File: src/fixed_partition_fit_allocator_assert.svh
// Assertion macros for the fixed-partition fit allocator.
// Needs nothing else; included by fixed_partition_fit_allocator, which carries the assertions.
`ifndef FIXED_PARTITION_FIT_ALLOCATOR_ASSERT_SVH
`define FIXED_PARTITION_FIT_ALLOCATOR_ASSERT_SVH

// Same-cycle implication, disabled during reset.
`define FPFA_ASSERT_NOW(label, clk, rst, ante, cons) \
  label: assert property (@(posedge clk) disable iff (rst) (ante) |-> (cons)) \
    else $error("fpfa assertion failed");

// Next-cycle implication, disabled during reset.
`define FPFA_ASSERT_NEXT(label, clk, rst, ante, cons) \
  label: assert property (@(posedge clk) disable iff (rst) (ante) |=> (cons)) \
    else $error("fpfa assertion failed");

`endif

File: src/fpfa_pkg.sv
// Shared types and constants of the fixed-partition fit allocator.
// No dependencies; used by fpfa_cell and fixed_partition_fit_allocator.
package fpfa_pkg;

  localparam int SIZE_W       = 16;
  localparam int NUMBER_W     = 4;
  localparam int WASTE_W      = 20;
  localparam int WASTE_SUM_W  = 21;
  localparam int CFG_INDEX_W  = 2;
  localparam int CFG_DATA_W   = 5;

  typedef enum logic [1:0] {
    CMD_LOAD   = 2'd0,
    CMD_ALLOC  = 2'd1,
    CMD_REPORT = 2'd2,
    CMD_CLEAR  = 2'd3
  } cmd_t;

  // fit policy codes; the spare code behaves as first fit
  localparam logic [1:0] FIT_FIRST = 2'd0;
  localparam logic [1:0] FIT_BEST  = 2'd1;
  localparam logic [1:0] FIT_WORST = 2'd2;

  localparam logic [CFG_INDEX_W-1:0] CFG_FIT_POLICY  = 2'd0;
  localparam logic [CFG_INDEX_W-1:0] CFG_BLOCK_COUNT = 2'd1;

  localparam logic [CFG_DATA_W-1:0] BLOCK_COUNT_RESET = 5'd16;

  localparam logic [WASTE_SUM_W-1:0] WASTE_SUM_MAX = 21'h1FFFFF;
  localparam logic [WASTE_W-1:0]     WASTE_OUT_MAX = 20'hFFFFF;

  typedef struct packed {
    cmd_t              cmd;
    logic [SIZE_W-1:0] size;
  } request_t;

  typedef struct packed {
    logic                granted;
    logic [NUMBER_W-1:0] block_number;
    logic [WASTE_W-1:0]  waste_total;
  } result_t;

  // per-cell control from the top level
  typedef struct packed {
    logic       active;
    logic       clear;
    logic       write;
    logic       mark;
    logic [1:0] policy;
  } cell_ctl_t;

endpackage

File: src/fpfa_cell.sv
// One partition cell: holds a size and a used bit, and updates the scan token.
// Depends on fpfa_pkg.
module fpfa_cell #(
  parameter int SIZE_BITS = 16,
  parameter int IDX_W     = 4,
  parameter int SUM_W     = 21,
  parameter int INDEX     = 0
) (
  input  logic                                clk,
  input  logic                                rst,
  input  fpfa_pkg::cell_ctl_t                 ctl,
  input  logic [SIZE_BITS-1:0]                wr_size,
  input  logic [2*SIZE_BITS+IDX_W+SUM_W+1:0]  scan_in,
  output logic [2*SIZE_BITS+IDX_W+SUM_W+1:0]  scan_out
);
  import fpfa_pkg::*;

  typedef struct packed {
    logic                 valid;
    logic [SIZE_BITS-1:0] req;
    logic                 found;
    logic [IDX_W-1:0]     pick;
    logic [SIZE_BITS-1:0] best;
    logic [SUM_W-1:0]     free_sum;
  } token_t;

  logic [SIZE_BITS-1:0] size_q;
  logic                 used;
  token_t               tok_in;
  token_t               tok_next;
  token_t               tok_q;
  logic [SIZE_BITS-1:0] left;
  logic                 fits;

  assign tok_in   = scan_in;
  assign scan_out = tok_q;

  always_comb begin
    fits     = !used && (size_q > tok_in.req);
    left     = size_q - tok_in.req;
    tok_next = tok_in;
    if (tok_in.valid && ctl.active) begin
      if (!used) begin
        tok_next.free_sum = tok_in.free_sum + SUM_W'(size_q);
      end
      // first hit always taken; later hits only replace under best/worst fit
      if (fits && (!tok_in.found ||
                   (ctl.policy == FIT_BEST  && left < tok_in.best) ||
                   (ctl.policy == FIT_WORST && left > tok_in.best))) begin
        tok_next.found = 1'b1;
        tok_next.pick  = IDX_W'(INDEX);
        tok_next.best  = left;
      end
    end
  end

  always_ff @(posedge clk) begin
    if (rst) begin
      size_q      <= '0;
      used        <= 1'b0;
      tok_q.valid <= 1'b0;
    end else begin
      if (ctl.clear) begin
        size_q <= '0;
        used   <= 1'b0;
      end else if (ctl.write) begin
        size_q <= wr_size;
        used   <= 1'b0;
      end else if (ctl.mark) begin
        used <= 1'b1;
      end
      tok_q <= tok_next;
    end
  end

endmodule

File: src/fixed_partition_fit_allocator.sv
// Top level of the fixed-partition fit allocator: control, chain of cells, result.
// Depends on fpfa_pkg, fpfa_cell and fixed_partition_fit_allocator_assert.svh.
//
// Usage
//   A request (cmd, size) is taken at a rising edge with start high and busy low.
//   Load fills the next partition, allocate places a request into a free
//   partition strictly larger than it, report reads the waste, clear empties.
//   Each request gives one result, shown for exactly one cycle with done high.
//   The receiver cannot hold results off, so nothing here waits on it.
// Scan
//   The request walks a scan token from the head register down a row of
//   MAX_BLOCKS cells, one cell a cycle; done is registered from the tail.
//   The next request may start in the done cycle; busy holds requests off
//   until then, so the row carries one request at a time.
// Configuration
//   cfg_we/cfg_index/cfg_data write fit_policy (index 0) and block_count
//   (index 1); write only while idle. Other indices are ignored.
// Reset
//   Synchronous rst empties the table, zeroes the load pointer and waste sum,
//   sets first fit and a count of 16; the block is ready the cycle after.
module fixed_partition_fit_allocator #(
  parameter int MAX_BLOCKS = 16,
  parameter int SIZE_BITS  = 16
) (
  input  logic                                  clk,
  input  logic                                  rst,
  input  logic                                  start,
  input  fpfa_pkg::request_t                    req,
  output logic                                  busy,
  output logic                                  done,
  output fpfa_pkg::result_t                     result,
  input  logic                                  cfg_we,
  input  logic [fpfa_pkg::CFG_INDEX_W-1:0]      cfg_index,
  input  logic [fpfa_pkg::CFG_DATA_W-1:0]       cfg_data
);
  import fpfa_pkg::*;
  `include "fixed_partition_fit_allocator_assert.svh"

  localparam int IDX_W  = $clog2(MAX_BLOCKS);
  localparam int CNT_W  = $clog2(MAX_BLOCKS + 1);
  localparam int SUM_W  = SIZE_BITS + CNT_W;
  localparam int WS_W   = ((SIZE_BITS > WASTE_SUM_W) ? SIZE_BITS : WASTE_SUM_W) + 1;
  localparam int TOT_W  = ((SUM_W > WASTE_SUM_W) ? SUM_W : WASTE_SUM_W) + 2;
  localparam int TOK_W  = 2 * SIZE_BITS + IDX_W + SUM_W + 2;

  // scan token, same layout as inside the cells
  typedef struct packed {
    logic                 valid;
    logic [SIZE_BITS-1:0] req;
    logic                 found;
    logic [IDX_W-1:0]     pick;
    logic [SIZE_BITS-1:0] best;
    logic [SUM_W-1:0]     free_sum;
  } token_t;

  // configuration
  logic [1:0]            fit_policy;
  logic [CFG_DATA_W-1:0] block_count;

  // table bookkeeping
  logic [CNT_W-1:0]       load_pointer;
  logic [WASTE_SUM_W-1:0] waste_sum;

  // request in flight
  cmd_t                op_cmd;
  logic                op_granted;
  logic [NUMBER_W-1:0] op_number;
  token_t              head;
  token_t              head_next;

  logic             accept;
  logic [CNT_W-1:0] n_eff;
  logic             load_ok;
  logic [SIZE_BITS-1:0] req_size;

  logic [TOK_W-1:0] links [MAX_BLOCKS+1];
  cell_ctl_t        ctl   [MAX_BLOCKS];
  token_t           tail;

  // final arithmetic
  logic                   hit;
  logic [WS_W-1:0]        ws_ext;
  logic [WASTE_SUM_W-1:0] waste_sum_next;
  logic [TOT_W-1:0]       total;
  result_t                result_next;

  assign accept   = start && !busy;
  assign req_size = SIZE_BITS'(req.size);

  // effective count: block_count saturated at the table depth
  always_comb begin
    if (int'(block_count) > MAX_BLOCKS) begin
      n_eff = CNT_W'(MAX_BLOCKS);
    end else begin
      n_eff = CNT_W'(block_count);
    end
  end

  assign load_ok = (load_pointer < n_eff);

  // token injected at the head of the row; valid only on an accepted request
  always_comb begin
    head_next       = '0;
    head_next.valid = accept;
    head_next.req   = req_size;
  end

  // row of cells; token enters from head and leaves at tail
  assign links[0] = head;
  assign tail     = links[MAX_BLOCKS];

  for (genvar i = 0; i < MAX_BLOCKS; i++) begin : g_cell
    assign ctl[i].active = (CNT_W'(i) < n_eff);
    assign ctl[i].clear  = accept && (req.cmd == CMD_CLEAR);
    assign ctl[i].write  = accept && (req.cmd == CMD_LOAD) && load_ok &&
                           (load_pointer == CNT_W'(i));
    // the chosen partition is marked as the token leaves the row
    assign ctl[i].mark   = tail.valid && (op_cmd == CMD_ALLOC) && tail.found &&
                           (tail.pick == IDX_W'(i));
    assign ctl[i].policy = fit_policy;

    fpfa_cell #(
      .SIZE_BITS (SIZE_BITS),
      .IDX_W     (IDX_W),
      .SUM_W     (SUM_W),
      .INDEX     (i)
    ) u_cell (
      .clk      (clk),
      .rst      (rst),
      .ctl      (ctl[i]),
      .wr_size  (req_size),
      .scan_in  (links[i]),
      .scan_out (links[i+1])
    );
  end

  // result: leftover of the pick joins the waste sum, its whole size leaves
  // the free total that the row gathered
  always_comb begin
    hit    = (op_cmd == CMD_ALLOC) && tail.found;
    ws_ext = WS_W'(waste_sum) + (hit ? WS_W'(tail.best) : WS_W'(0));
    if (ws_ext > WS_W'(WASTE_SUM_MAX)) begin
      waste_sum_next = WASTE_SUM_MAX;
    end else begin
      waste_sum_next = WASTE_SUM_W'(ws_ext);
    end
    total = TOT_W'(waste_sum_next) + TOT_W'(tail.free_sum);
    if (hit) begin
      total = total - (TOT_W'(tail.best) + TOT_W'(tail.req));
    end

    result_next = '0;
    if (total > TOT_W'(WASTE_OUT_MAX)) begin
      result_next.waste_total = WASTE_OUT_MAX;
    end else begin
      result_next.waste_total = WASTE_W'(total);
    end
    if (op_cmd == CMD_ALLOC) begin
      result_next.granted      = tail.found;
      result_next.block_number = tail.found ? NUMBER_W'(32'(tail.pick)) : '0;
    end else begin
      result_next.granted      = op_granted;
      result_next.block_number = op_number;
    end
  end

  always_ff @(posedge clk) begin
    if (rst) begin
      fit_policy   <= FIT_FIRST;
      block_count  <= BLOCK_COUNT_RESET;
      load_pointer <= '0;
      waste_sum    <= '0;
      busy         <= 1'b0;
      done         <= 1'b0;
      head.valid   <= 1'b0;
    end else begin
      if (cfg_we) begin
        case (cfg_index)
          CFG_FIT_POLICY:  fit_policy  <= cfg_data[1:0];
          CFG_BLOCK_COUNT: block_count <= cfg_data;
          default: ;
        endcase
      end

      head       <= head_next;
      done       <= tail.valid;

      if (accept) begin
        busy          <= 1'b1;
        op_cmd        <= req.cmd;
        op_granted    <= 1'b0;
        op_number     <= '0;
        case (req.cmd)
          CMD_LOAD: begin
            if (load_ok) begin
              op_granted   <= 1'b1;
              op_number    <= NUMBER_W'(32'(load_pointer));
              load_pointer <= load_pointer + CNT_W'(1);
            end
          end
          CMD_CLEAR: begin
            load_pointer <= '0;
            waste_sum    <= '0;
          end
          default: ;
        endcase
      end

      // token leaves the row: commit and present the result
      if (tail.valid) begin
        busy      <= 1'b0;
        result    <= result_next;
        waste_sum <= waste_sum_next;
      end
    end
  end

  `FPFA_ASSERT_NEXT(a_accept_busy, clk, rst, accept, busy)
  `FPFA_ASSERT_NOW(a_tail_in_op, clk, rst, tail.valid, busy && !head.valid)
  `FPFA_ASSERT_NOW(a_done_idle, clk, rst, done, !busy)
  `FPFA_ASSERT_NOW(a_number_zero, clk, rst, done && !result.granted,
                   result.block_number == '0)

endmodule

File: config.mk
export PLATFORM = sky130hd
export DESIGN_NAME = fixed_partition_fit_allocator
export DESIGN_NICKNAME = d
export VERILOG_FILES = /design/src/fpfa_pkg.sv /design/src/fpfa_cell.sv /design/src/fixed_partition_fit_allocator.sv
export VERILOG_INCLUDE_DIRS = /design/src /design/src/src
export SDC_FILE = /design/constraint.sdc
export NUM_CORES = 2
export LEC_CHECK = 0
export BUFFER_PORTS_ARGS = -buffer_cell sky130_fd_sc_hd__buf_4
export CAP_MARGIN = 15
export CORE_MARGIN = 1.5
export CORE_UTILIZATION = 55
export DETAILED_ROUTE_END_ITERATION = 12
export HOLD_SLACK_MARGIN = 0.05
export MAX_ROUTING_LAYER = met4
export PLACE_DENSITY = 0.82
export SYNTH_ARGS = -nofsm -noshare
export SYNTH_HDL_FRONTEND = slang
export SYNTH_SLANG_ARGS = --single-unit
File: constraint.sdc
create_clock -name clk -period 55.5 [get_ports clk]
set_input_delay 5.55 -clock clk [delete_from_list [all_inputs] [get_ports clk]]
set_output_delay 5.55 -clock clk [all_outputs]
set_load 0.1 [all_outputs]
; After elaboration in Yosys (flattened, before gate mapping)
; Cells that the tools add are included.
[op_classes]
n_eq_ne = 36
magnitude_cmp = 66
add_sub_neg = 36
n_reduce_logical = 213
mux = 58
bitwise = 3
[op_table]
columns = op, count
row1 = $mux W21, 35
row2 = $mux W42, 15
row3 = $gt A16 B16 Y1, 31
row4 = $add A21 B16 Y21, 14
row5 = $sub A16 B16 Y16, 16
row6 = $lt A16 B16 Y1, 15
row7 = $logic_and A1 B1 Y1, 116
row8 = $reduce_or A3 Y1, 16
row9 = $eq A5 B4 Y1 const B, 8
row10 = $lt A4 B5 Y1 const A, 8
row11 = $add A16 B16 Y17, 2
row12 = $eq A4 B4 Y1 const B, 8
row13 = $logic_not A1 Y1, 32
row14 = $logic_or A1 B1 Y1, 30
row15 = $gt A23 B20 Y1 const B, 1
row16 = $mux W23, 1
row17 = $sub A22 B17 Y23, 1
row18 = $add A21 B16 Y22, 1
row19 = $add A21 B21 Y22, 1
row20 = $gt A22 B21 Y1 const B, 1
row21 = $eq A5 B3 Y1 const B, 4
row22 = $lt A3 B5 Y1 const A, 4
row23 = $eq A4 B3 Y1 const B, 4
row24 = $mux W16, 1
row25 = 24 further kinds, 47
[totals]
output_inout_bits = 27
inputBits = 29
ff_bits = 1295
wordCells = 555

; Longest topological paths before layout
[depth]
word_depth = 10
depth_mapped = 38
mapped_depth_nobuf = 35

; Modules after synthesis
; A second synthesis with hierarchy kept.
[unflattened]
cells_unflattened = 8571
area_unflattened_um2 = 87179.9
[modules_own_cells]
columns = mod, cells_each, instances, area_per_inst_um2
row1 = fpfa_cell at g_cell[5].u_cell ..., 474, 4, 4969.8
row2 = fpfa_cell at g_cell[1].u_cell ..., 483, 3, 4987.3
row3 = fpfa_cell at g_cell[13].u_cell ..., 483, 2, 5017.3
row4 = fixed_partition_fit_allocator, 833, 1, 7149.4
row5 = fpfa_cell at g_cell[10].u_cell, 509, 1, 5134.9
row6 = fpfa_cell at g_cell[11].u_cell, 509, 1, 5126.2
row7 = fpfa_cell at g_cell[12].u_cell, 499, 1, 5113.7
row8 = fpfa_cell at g_cell[15].u_cell, 483, 1, 5038.6
row9 = fpfa_cell at g_cell[0].u_cell, 484, 1, 4973.5
row10 = fpfa_cell at g_cell[4].u_cell, 472, 1, 4898.4
row11 = fpfa_cell at g_cell[7].u_cell, 471, 1, 4869.7

; Least setup slack after synthesis
; No wires, ideal clock.
[synth_path]
path_kind = input port to flip-flop
start = input rst
end = register result[0] (netlist bit), enable pin
path_stages = 5
slack_ps = 27843
t_required_ps = 55101
arrival_ps = 27258
setup_ps = 399
cell_sequence = clkbuf_1 inv_1 nand2_1 inv_1 clkbuf_1
[synth_between]
elab_chain_cells = 2
[synth_lines]
columns = item, line_no
row1 = from (decl), fixed_partition_fit_allocator.sv:26  ; input logic rst,
row2 = $not A1 Y1 (no source line), n/a
row3 = $reduce_and A2 Y1 (no source line), n/a
row4 = to (signal assigned), fixed_partition_fit_allocator.sv:212  ; result <= result_next;
row5 = to (decl), fixed_partition_fit_allocator.sv:31  ; output fpfa_pkg::result_t result,
; No other way between the ends.
; A chain may end at the register's enable or synchronous reset.

; Final worst setup path
[layout_path]
start = register op_cmd[1]
end = register result[9] (netlist bit), data pin
[layout_between]
elab_chain_cells = 10
[layout_lines]
columns = item, line_no
row1 = from (decl), fixed_partition_fit_allocator.sv:65  ; cmd_t op_cmd;
row2 = from (signal assigned), fixed_partition_fit_allocator.sv:190  ; op_cmd <= req.cmd;
row3 = $eq A2 B1 Y1 (*), fixed_partition_fit_allocator.sv:140  ; hit = (op_cmd == CMD_ALLOC) && tail.found;
row4 = $logic_and A1 B1 Y1 (*), fixed_partition_fit_allocator.sv:140
row5 = $mux W16, fixed_partition_fit_allocator.sv:141  ; ws_ext = WS_W'(waste_sum) + (hit ? WS_W'(tail.best) : WS_W'(0));
row6 = $add A21 B16 Y22, fixed_partition_fit_allocator.sv:141
row7 = $gt A22 B21 Y1, fixed_partition_fit_allocator.sv:142  ; if (ws_ext > WS_W'(WASTE_SUM_MAX)) begin
row8 = $mux W21, fixed_partition_fit_allocator.sv:142
row9 = $add A21 B21 Y22, fixed_partition_fit_allocator.sv:147  ; total = TOT_W'(waste_sum_next) + TOT_W'(tail.free_sum);
row10 = $sub A22 B17 Y23, fixed_partition_fit_allocator.sv:149  ; total = total - (TOT_W'(tail.best) + TOT_W'(tail.req));
row11 = $mux W23 (*), fixed_partition_fit_allocator.sv:148  ; if (hit) begin
row12 = $gt A23 B20 Y1, fixed_partition_fit_allocator.sv:153  ; if (total > TOT_W'(WASTE_OUT_MAX)) begin
; Mark *: on every way between the ends. The rest lies on a longest branch, timed or not.

==> impl_results.md <==
* Status: finished, final reports clean
* Routed length per placed instance at approximately 22 um
* Pwr Density at 26.7 nW/um^2
* R2R depth at 35
* Hold Path Class: reg -> reg
* Die Y at about 380 um
* Final min period at 9390 ps
* Iteration-0 DRC Markers at 4955
* CTS sink cnt at roughly 1.3k
* DR vias at around 57k
* Syn avg cell area at 10.4 um^2
* Worst Min Path Start: g_cell[13].u_cell.scan_out[54]$_DFFE_PN_
* Internal Dissipation at 1.72 mW
* Die Width at 381 um
* Leakage at between 30 and 40 nW
* Dpl cells at between 9k and 10k
* Worst IR drop on VDD at 29.2 uV
* CP startpoint kind: flip-flop
* Reg power frac at 0.481
* Via/cell ratio at 5.97
* Synth area leaders: edfxtp_1 (36%), ha_1 (13%), dfxtp_1 (8.3%)
* R2R Path Start: op_cmd[1]$_DFFE_PP_
* Nets@finish at 8492
* Site Rows at roughly 140
* Filler cells at about 11k
* Final Max Slew Viols at 0
* Cells after synthesis at 7566
* Worst r2r dst: result[9]$_SDFFCE_PN1P_
* Synthesized Nets at 8443
* Initial Util at 0.554
* DRC at 0
* Seq/Total Area, Yosys at 0.445
* Worst-skew pair later-pin latency at between 800 and 900 ps
* Post-synth ARST share at 0
* Net switching power at 564 uW
* Top cell type's share of synthesized area at 0.362
* Fin Setup TNS at 0 ps
* RD Place Congestion at 0.940
* Worst path max stage delay at 900 ps
* Ys flop type: edfxtp_1
* Crit. End Element: flip-flop
* Worst Hold Path EP: g_cell[14].u_cell.scan_out[54]$_DFFE_PN_
* Period utilization at 0.169
* Vias in the first global route at 55.4k
* Largest net degree at the start of global routing at 202
* First-pass GRT wire length at 316000 um
* Gate power share at 0.098
* CP max FO at 20
* Design area at 85500 um^2
* Synthesized cell area at 78500 um^2
* Slew @ Worst Pin at 1120 ps
* Clk buf depth at 3
* Total core area at 142000 um^2
* RSZ-0062 raised after global routing: false
* FF+latch count, synth at 1270
* Sw Share at 0.247
* CP max-delay cell: nor2_1
* Clock Pin Slew Worst Setup and Hold Paths at roughly 60 ps
* CP Class: reg -> reg
* Area Growth Syn to Fin at 8.91%
* H-tree depth at 4
* Initial antenna violation count at 5
* Dpl hpwl at 157000 um
* FF-to-FF setup slack at 46110 ps
* Final setup viols at 0
* Hold Path Depth at 0
* CP Data Arrival Time at between 9000 and 10000 ps
* Clock power share at 0.420
* Post-CTS Setup Bufs at 0
* Root Driver: clkbuf_16
* CTS tree: built
* I/O pin count at between 50 and 60
* Worst slew margin at 0.249
* Hold-fix buffers at CTS at 0
* Port buffer count at 55
* Fin Clk Skew at 37.0 ps
* WL final at 208000 um
* Max Freq at around 110 MHz
* Critical Path RT at 55990 ps
* PostCTS Resize Cnt at 0
* Overall routing resource usage at 0.289
* Final Non-Filler Cells at 9628
* Pre-antenna DRT Iters at 6
* Die Area at around 140000 um^2
* DP Area at 80700 um^2
* EDFF count, synth at 946
* ANT nets after route at 0
* CTS Buf Count at 138
* Post-synth cell types at 91
* Final Hold Fails at 0
* Biggest area consumer among synthesized cells: edfxtp_1
* GR Overflow Total at 0
* Syn. warnings at 0
* Max-Cap Viols at 0
* Layout cells sized above 1 at 0.0829
[power by group through the flow]
| stage | registers (mW) | clock network (mW) | logic, mW |
|---|---|---|---|
| 2_1_floorplan | 1.12 | 0 | 0.163 |
| 3_3_place_gp | 1.12 | 0 | 0.211 |
| 3_5_place_dp | 1.12 | 0 | 0.220 |
| 4_1_cts | 1.10 | 0.970 | 0.222 |
| 5_1_grt | 1.10 | 1.01 | 0.249 |
| 6_report | 1.10 | 0.958 | 0.225 |
[cell type report]
type / instances / area, um^2 / area share
diodes: 7 / 17.5 / 0.000205
clock buffers: 175 / 3790 / 0.0443
clock inverters: 81 / 956 / 0.0112
inverters: 769 / 2890 / 0.0339
multi-input cells: 5338 / 39800 / 0.465
flip-flops and latches: 1270 / 34900 / 0.408
well taps: 1890 / 2360 / 0.0277
repair buffers: 98 / 811 / 0.00948
[per-stage QoR]
stage | hold slack, ps | total power [mW] | utilization | setup WS (ps)
after floorplan | 426 | 1.29 | - | 27840
after CTS | 448 | 2.29 | 0.603 | 46220
after detailed placement | 436 | 1.34 | 0.570 | 46120
final | 452 | 2.28 | 0.604 | 46110
after global routing | 462 | 2.36 | 0.604 | 45320
after global placement | 430 | 1.33 | 0.570 | 46260
[worst max-delay path by stage]
stage	slack (ps)	from	end	cells past startpoint
after detailed placement	46120	rst	g_cell[6].u_cell.scan_out[29]$_DFFE_PN_	5
after global placement	46260	rst	g_cell[7].u_cell.scan_out[37]$_DFFE_PN_	5
after floorplan	27840	rst	result[0]$_SDFFCE_PN1P_	5
after CTS	46220	op_cmd[1]$_DFFE_PP_	result[9]$_SDFFCE_PN1P_	35
final	46110	op_cmd[1]$_DFFE_PP_	result[9]$_SDFFCE_PN1P_	35
after global routing	45320	op_cmd[1]$_DFFE_PP_	result[10]$_SDFFCE_PN1P_	35
[cells in the final DEF (no fill, tap or decap), types with 133 or more instances in the layout]
master     count
clkbuf_16    143
mux2_2       217
edfxtp_1     946
nor2_1       556
dfxtp_1      324
mux2i_1      270
inv_1        767
nand2_1      553
a21oi_1      399
xnor2_1      236
o21ai_0      396
nand3_1      133
a21o_1       167
xor2_1       215
ha_1         799
[sequential cells by signal, summed over array words and instances, names as in the netlist, 2 cells and up]
register / cells
g_cell.u_cell.size_q: 256
g_cell.u_cell.scan_out: 914
op_cmd: 2
waste_sum: 21
fit_policy: 2
block_count: 5
head: 17
op_number: 4
result: 25
load_pointer: 5
g_cell.u_cell.used: 16
[routing by layer]
metal	global-route usage	part of all wire	vias to the layer above
met3	0.0448	0.071	492
li1	-	-	27296
met1	0.362	0.41	27650
met2	0.468	0.47	2004
met5	-	0	-
met4	0.118	0.044	0
[synthesized netlist by cell type, types with 18 or more instances]
| cell type | instances |
|---|---|
| o21ai_0 | 396 |
| clkbuf_1 | 134 |
| ha_1 | 799 |
| fa_1 | 49 |
| o21bai_1 | 61 |
| xor2_1 | 215 |
| dfxtp_1 | 324 |
| nand4_1 | 92 |
| nor2b_1 | 132 |
| and3_1 | 37 |
| xnor2_1 | 236 |
| and4_1 | 18 |
| o31ai_1 | 65 |
| a21o_1 | 167 |
| edfxtp_1 | 946 |
| a21oi_1 | 401 |
| a22o_1 | 18 |
| a21boi_0 | 38 |
| and2_1 | 37 |
| inv_1 | 769 |
| nor3b_1 | 33 |
| or2_2 | 55 |
| mux2i_1 | 270 |
| nand3_1 | 133 |
| o211ai_1 | 43 |
| nor2_1 | 556 |
| o21a_1 | 95 |
| nor4_1 | 29 |
| or3_1 | 42 |
| nor3_1 | 124 |
| a211o_1 | 19 |
| nand2_1 | 554 |
| nand2b_1 | 92 |
| a211oi_1 | 59 |
| mux2_2 | 217 |
| a31oi_1 | 34 |
[kinds of logic after synthesis]
group,after synthesis,share of synthesized area
xor+xnor,451,0.0503
fa+ha+maj,848,0.140
compound gates,1547,0.126
simple gates,1988,0.122
buf+inv,958,0.0496
mux,504,0.0680
flops,1270,0.445
[worst max-delay path: cells and delay by family (launching register included)]
family,cells,cell delay [ps]
buf+inv,3,430
xor+xnor,1,180
compound gates,16,3810
flops,1,350
fa+ha+maj,5,1480
simple gates,10,2790
No activity file was read; power rests on OpenSTA's default activity.
